<file path="src/cau_pkg.sv">
// Package for the complex arithmetic unit: action codes and the control word
// that travels with each transaction down the pipeline. No dependencies.
`default_nettype none
package cau_pkg;

    typedef enum logic [1:0] {
        ACT_ADD = 2'd0,
        ACT_SUB = 2'd1,
        ACT_MUL = 2'd2,
        ACT_DIV = 2'd3
    } action_t;

    typedef struct packed {
        logic valid;
        logic is_div;
        logic dz;
        logic neg_re;
        logic neg_im;
        logic big_re;
        logic big_im;
        logic side_ovf;
    } cau_ctl_t;

endpackage
`default_nettype wire

</file>
<file path="src/cau_div_cell.sv">
// One restoring-division cell: one quotient bit for both lanes per cycle while en is high.
// Depends on cau_pkg for the control word.
`default_nettype none
module cau_div_cell #(
    parameter int WORD_BITS = 32,
    parameter int RW        = 98
) (
    input  wire                      clk,
    input  wire                      rst_n,
    input  wire                      en,
    input  wire cau_pkg::cau_ctl_t   ctl_i,
    input  wire [RW-1:0]             rem_re_i,
    input  wire [RW-1:0]             rem_im_i,
    input  wire [RW-1:0]             den_i,
    input  wire [WORD_BITS:0]        q_re_i,
    input  wire [WORD_BITS:0]        q_im_i,
    input  wire [WORD_BITS-1:0]      side_re_i,
    input  wire [WORD_BITS-1:0]      side_im_i,
    output cau_pkg::cau_ctl_t        ctl_o,
    output logic [RW-1:0]            rem_re_o,
    output logic [RW-1:0]            rem_im_o,
    output logic [RW-1:0]            den_o,
    output logic [WORD_BITS:0]       q_re_o,
    output logic [WORD_BITS:0]       q_im_o,
    output logic [WORD_BITS-1:0]     side_re_o,
    output logic [WORD_BITS-1:0]     side_im_o
);
    cau_pkg::cau_ctl_t    ctl_reg;
    logic [RW-1:0]        rem_re_reg, rem_im_reg, den_reg, rem_re_next, rem_im_next;
    logic [RW-1:0]        dif_re, dif_im;
    logic [WORD_BITS:0]   q_re_reg, q_im_reg;
    logic [WORD_BITS-1:0] side_re_reg, side_im_reg;
    logic                 ge_re, ge_im;

    always_comb
    begin
        ge_re       = rem_re_i >= den_i;
        ge_im       = rem_im_i >= den_i;
        dif_re      = ge_re ? rem_re_i - den_i : rem_re_i;
        dif_im      = ge_im ? rem_im_i - den_i : rem_im_i;
        rem_re_next = {dif_re[RW-2:0], 1'b0};
        rem_im_next = {dif_im[RW-2:0], 1'b0};
    end

    always_ff @(posedge clk or negedge rst_n)
    begin
        if (!rst_n)
        begin
            ctl_reg <= '0;
        end
        else if (en)
        begin
            ctl_reg <= ctl_i;
        end
    end

    always_ff @(posedge clk)
    begin
        if (en)
        begin
            rem_re_reg  <= rem_re_next;
            rem_im_reg  <= rem_im_next;
            den_reg     <= den_i;
            q_re_reg    <= {q_re_i[WORD_BITS-1:0], ge_re};
            q_im_reg    <= {q_im_i[WORD_BITS-1:0], ge_im};
            side_re_reg <= side_re_i;
            side_im_reg <= side_im_i;
        end
    end

    assign ctl_o     = ctl_reg;
    assign rem_re_o  = rem_re_reg;
    assign rem_im_o  = rem_im_reg;
    assign den_o     = den_reg;
    assign q_re_o    = q_re_reg;
    assign q_im_o    = q_im_reg;
    assign side_re_o = side_re_reg;
    assign side_im_o = side_im_reg;
endmodule
`default_nettype wire

</file>
<file path="config.mk">
export PLATFORM = sky130hd
export DESIGN_NAME = cau_div_cell
export DESIGN_NICKNAME = d
export VERILOG_FILES = /design/src/cau_pkg.sv /design/src/cau_div_cell.sv
export SDC_FILE = /design/constraint.sdc
export NUM_CORES = 1
export LEC_CHECK = 0
export ABC_CLOCK_PERIOD_IN_PS = 1000
export CAP_MARGIN = 20
export CORE_AREA = 2 2 336 338
export CTS_CLUSTER_DIAMETER = 100
export DETAILED_ROUTE_END_ITERATION = 12
export DIE_AREA = 0 0 338 340
export DONT_BUFFER_PORTS = 1
export GPL_TIMING_DRIVEN = 0
export PLACE_DENSITY = 0.44
export SYNTH_ARGS = -nofsm -noshare
export SYNTH_HDL_FRONTEND = slang
export SYNTH_SLANG_ARGS = --single-unit
</file>
<file path="constraint.sdc">
create_clock -name clk -period 1 [get_ports clk]
set_input_delay 0 -clock clk [delete_from_list [all_inputs] [get_ports clk]]
set_output_delay 0 -clock clk [all_outputs]
set_load 0.01 [all_outputs]
</file>
Yosys cells after proc, flatten, opt, wreduce, memory -nomap -nowiden:

Index checks and enable logic that the tools add are counted.

* bits in registers: 430
* word-level logic and storage cells: 21

* add/subtract/negate cells: 2
* order comparisons: 2
* multiplexer cells: 2

Operator list (number)
* greater-or-equal comparator 98 bit: 2
* 2-to-1 mux 97 bit: 2
* subtractor 97 bit: 2

Logic depth before layout (Yosys ltp):

* depth after elaboration: 2
* depth in mapped cells: 18
* depth with buffers taken out: 16

Least setup slack after synthesis:

No wires, ideal clock.

* path kind: input -> register
* start: in rem_im_i[0]
* end: reg rem_im_reg[63], in the netlist rem_im_o[63] (data pin)
* setup time: 0.260 ns
* data arrival time: 2.848 ns
* required time: 0.740 ns
* setup slack: -2.108 ns
* cell stages on the path: 16
* path buffers: 1
* path through: inv_1 ha_1 inv_1 fa_1 a211oi_1 o21ai_1 a211oi_1 nor2_1 o2111ai_1 a2111o_1 a21oi_1 o21ai_1 o31a_1 inv_2 buf_4 mux2_2

* word-level cells in the longest chain between the ends: 2
* elaborated cells on any way between the ends: 3
* classes of those cells: add/sub: 1; order compare: 1; mux: 1

RTL lines
* start, declared: line cau_div_cell.sv:13 `input wire [RW-1:0] rem_im_i,`
* subtractor 97 bit or greater-or-equal comparator 98 bit (tied branches): line cau_div_cell.sv:40, cau_div_cell.sv:38
* 2-to-1 mux 97 bit (*): line cau_div_cell.sv:40 `dif_im = ge_im ? rem_im_i - den_i : rem_im_i;`
* via dif_im[62]: line cau_div_cell.sv:30 `logic [RW-1:0] dif_re, dif_im;`
* end signal, assigned: line cau_div_cell.sv:62 `rem_im_reg <= rem_im_next;`
* end, declared: line cau_div_cell.sv:29 `logic [RW-1:0] rem_re_reg, rem_im_reg, den_reg, rem_re_next, rem_im_next;`

The timed path passes the listed nets; every way through them passes the cells marked *.
A chain may end at the register's enable or synchronous reset.

Worst setup path after layout:

* start: in den_i[48]
* end: reg rem_im_reg[55], in the netlist rem_im_o[55] (data pin)

* word-level cells in the longest chain between the ends: 2
* elaborated cells on any way between the ends: 3
* classes of those cells: add/sub: 1; order compare: 1; mux: 1

RTL lines
* start, declared: line cau_div_cell.sv:14 `input wire [RW-1:0] den_i,`
* subtractor 97 bit or greater-or-equal comparator 98 bit (tied branches): line cau_div_cell.sv:40, cau_div_cell.sv:38
* 2-to-1 mux 97 bit (*): line cau_div_cell.sv:40
* via dif_im[54]: line cau_div_cell.sv:30

Marked as above.

==> out/metrics.cfg <==
[global_route]
grt_max_degree=424
antenna_found_initial=12
grt_pass1_wl_um=188800
gr-total-overflow=0
grt_usage_pct=22.77
first_global_vias=25370

[timing]
slew_viol_final=0
rsz0062_at_grt=yes
timing.fmax_ghz=0.3071
worst_slack_ns=-2.256
finalHoldViolCount=303
finalCriticalPeriod_ns=3.256
whs_ns=-0.5452
period_share_pct=325.6
clock_skew_ns=0
max_slew.worst_pin.slew_ns=1.092
setup_viol=626
finalSetupTns_ns=-447.88
slew_headroom_pct=27.21

[finish]
num-fill-cells=11140
most-common-layout-cells=559 x dlygate4sd3_1, 422 x edfxtp_1, 264 x nand2_1, 255 x a21oi_1, 224 x nor2_1
multi_input_area_um2=15520
drive_above_1_share_pct=18.34
area_delta_synth_final_pct=47.58
layout.nets=4192
fin_cells=5109
seq_area_um2=12870
final_common_cell=dlygate4sd3_1

[yosys]
yosys_register_bits=430
netlist_area_um2=27750
seq_area_frac_synth_pct=46.38
yosys_warnings=0
syn_avg_cell_area_um2=9.714
synth_edf_count=422
async_reset_ff_share_pct=1.860
synth_cells=2857
ys_types=88
synth_top_flop_cell=edfxtp_1

[clocking]
tritoncts=done
clock-sinks=430
clk_latency_ns=0.64
clockBufferDepth=3
root_buffer=clkbuf_16
h-tree-depth=2
clk_pin_slew_ns=0.06
numCtsBuffers=51

[worst_hold_path]
min-delay-start=den_i[5]
hp-class=in2reg
hold_depth=0
min_to=den_o[5]$_DFFE_PP_

[route]
ant_nets=0
wire_per_inst_um=27.04
routed_wirelength_um=138100
vias_per_cell=4.982
routed-via-count=25450
firstDrtPassIters=6
first_iter_violations=1707
drc=0

[setup_path]
worstReg2RegStart=ctl_o[7]$_DFFE_PN0P_
cp_data_arrival_time_ns=3.63
required_ns=1.38
r2r-end=ctl_o[7]$_DFFE_PN0P_
end_kind=flip-flop
startpoint_type=input port
reg2reg_slack_ns=0.11
crit_type=in2reg
cp_max_fo=7
r2r_cells=1

[power_and_ir_drop]
netSwitchingPower_uw=20700
p_int_uw=41800
p_sw_share_pct=33.13
p_comb_share_pct=28.8
clkPwrFrac_pct=31.6
leakage_uw=0.01557
pwr-share-seq_pct=39.6
ir_drop_uv=1232
power_density_nw_per_um2=1526

[placement]
dp_cells=4360
place.gp.congestion=0.9063
place_ws_ns=-3.956
portBuffers=0
dpl.hpwl_um=103300

[die]
die_w_um=338
core.rowCount=123
initial_core_util_pct=24.87
io_pins=867
core_um2=111600
chipHeight_um=340
dieArea_um2=114900

[status]
violations=negative hold slack, negative setup slack
status=finished, violations left

[flow_run]
drv_cap=0

## worst max-delay path by stage
stage / from / endpoint
after floorplan: rem_re_i[0] / rem_re_o[89]$_DFFE_PP_
after global placement: den_i[1] / rem_re_o[80]$_DFFE_PP_
after detailed placement: rem_re_i[0] / rem_re_o[72]$_DFFE_PP_
after CTS: den_i[56] / rem_im_o[78]$_DFFE_PP_
after global routing: den_i[51] / rem_im_o[78]$_DFFE_PP_
final: den_i[48] / rem_im_o[55]$_DFFE_PP_
## flip-flops by register name, summed over array words and instances (netlist names)
| name | cells |
|---|---|
| ctl_o | 8 |
| den_o | 98 |
| q_im_o | 33 |
| q_re_o | 33 |
| rem_im_o | 97 |
| rem_re_o | 97 |
| side_im_o | 32 |
| side_re_o | 32 |
## per-layer routing
layer	GRT usage, %	routed length [um]
met2	39.14	66680
met4	6.167	3800
met1	28.27	57380
met3	5.504	10260
met5	0	13
## final cells by class
cell class | instances | area share [%]
timing repair buffer | 669 | 17.10
tap | 1500 | 4.582
antenna | 10 | 0.06110
multi-input combinational | 2126 | 37.91
buffer | 115 | 2.746
clock buffer | 61 | 3.330
inverter | 166 | 1.809
clock inverter | 32 | 1.039
sequential | 430 | 31.43
## metrics by stage
step	hold WS [ns]	cell area [um2]	utilization, %	total power (uW)
finish	-0.5452	40960	36.71	62500
global placement	-0.2951	30440	27.28	38190
global route	-0.5938	40940	36.70	65270
floorplan	-0.2956	28560	-	33390
detailed placement	-0.2950	30450	27.29	38110
CTS	-0.6085	39840	35.71	62400
## cells by family after synthesis
| kind of cell | after synthesis | share of synthesized area (%) |
|---|---|---|
| AO/OA/AOI/OAI | 905 | 19.90 |
| multiplexers | 27 | 1.091 |
| AND/OR/NAND/NOR | 814 | 13.36 |
| flip-flops | 430 | 46.38 |
| buffers and inverters | 302 | 4.590 |
| XOR/XNOR | 180 | 5.681 |
| other | 1 | 0.01351 |
| adder cells (fa/ha/maj) | 198 | 8.981 |
## power groups by stage
stage	Clock [uW]	Sequential [uW]	Combinational [uW]
final	19800	24800	18000
after global routing	20900	24900	19500
after CTS	20300	24800	17300
after detailed placement	0	25100	13000
after floorplan	0	24200	9170
after global placement	0	25200	13000
## what timing repair did
item,CTS,global route
buffers inserted,69,21
hold buffers,508,52
gates cloned,16,2
resized for setup,402,82
endpoints found under the hold margin,858,549
setup endpoints to repair,626,626
pin swaps,80,21
## worst max-delay path, stage by stage
cell and delay (ns):
clkinvlp_4 0.10, ha_4 0.28, buf_6 0.11, nand4_1 0.07
buf_4 0.16, nor4_4 0.30, and3_4 0.28, nor2b_4 0.20
a311oi_4 0.09, a2111o_1 0.51, a21oi_2 0.21, o21ai_2 0.11
o31a_1 0.31, bufinv_8 0.23, buf_4 0.19, buf_12 0.19
clkbuf_16 0.18, a21oi_2 0.07
## cells in the mapped netlist (all sizes together), types with 3 or more instances
library cell / number / area share, %
edfxtp: 422 / 46
a21oi: 351 / 6.6
nand2: 302 / 4.1
o21ai: 244 / 4.4
nor2: 231 / 3.1
ha: 196 / 8.8
inv: 166 / 2.2
xnor2: 105 / 3.3
nand4: 87 / 2.0
a21o: 86 / 2.3
clkbuf: 83 / 1.1
xor2: 75 / 2.4
buf: 53 / 1.2
o21bai: 49 / 1.3
nor3: 45 / 0.83
nand3: 37 / 0.67
a211oi: 27 / 0.77
a31oi: 26 / 0.64
mux2: 26 / 1.1
o31ai: 19 / 0.53
nand2b: 18 / 0.41
nor2b: 17 / 0.38
o21a: 17 / 0.46
o211ai: 16 / 0.45
or3: 16 / 0.36
and3: 12 / 0.27
a21boi: 11 / 0.30
a221oi: 11 / 0.35
and2: 11 / 0.25
nor4: 10 / 0.25
dfrtp: 8 / 0.72
or2: 8 / 0.18
or4: 6 / 0.16
o221ai: 5 / 0.18
a41oi: 4 / 0.13
and4: 4 / 0.13
o221a: 4 / 0.16
o31a: 4 / 0.13
a2111oi: 3 / 0.12
o2111ai: 3 / 0.095
o41ai: 3 / 0.15
Power figures use the tool's default switching activity.
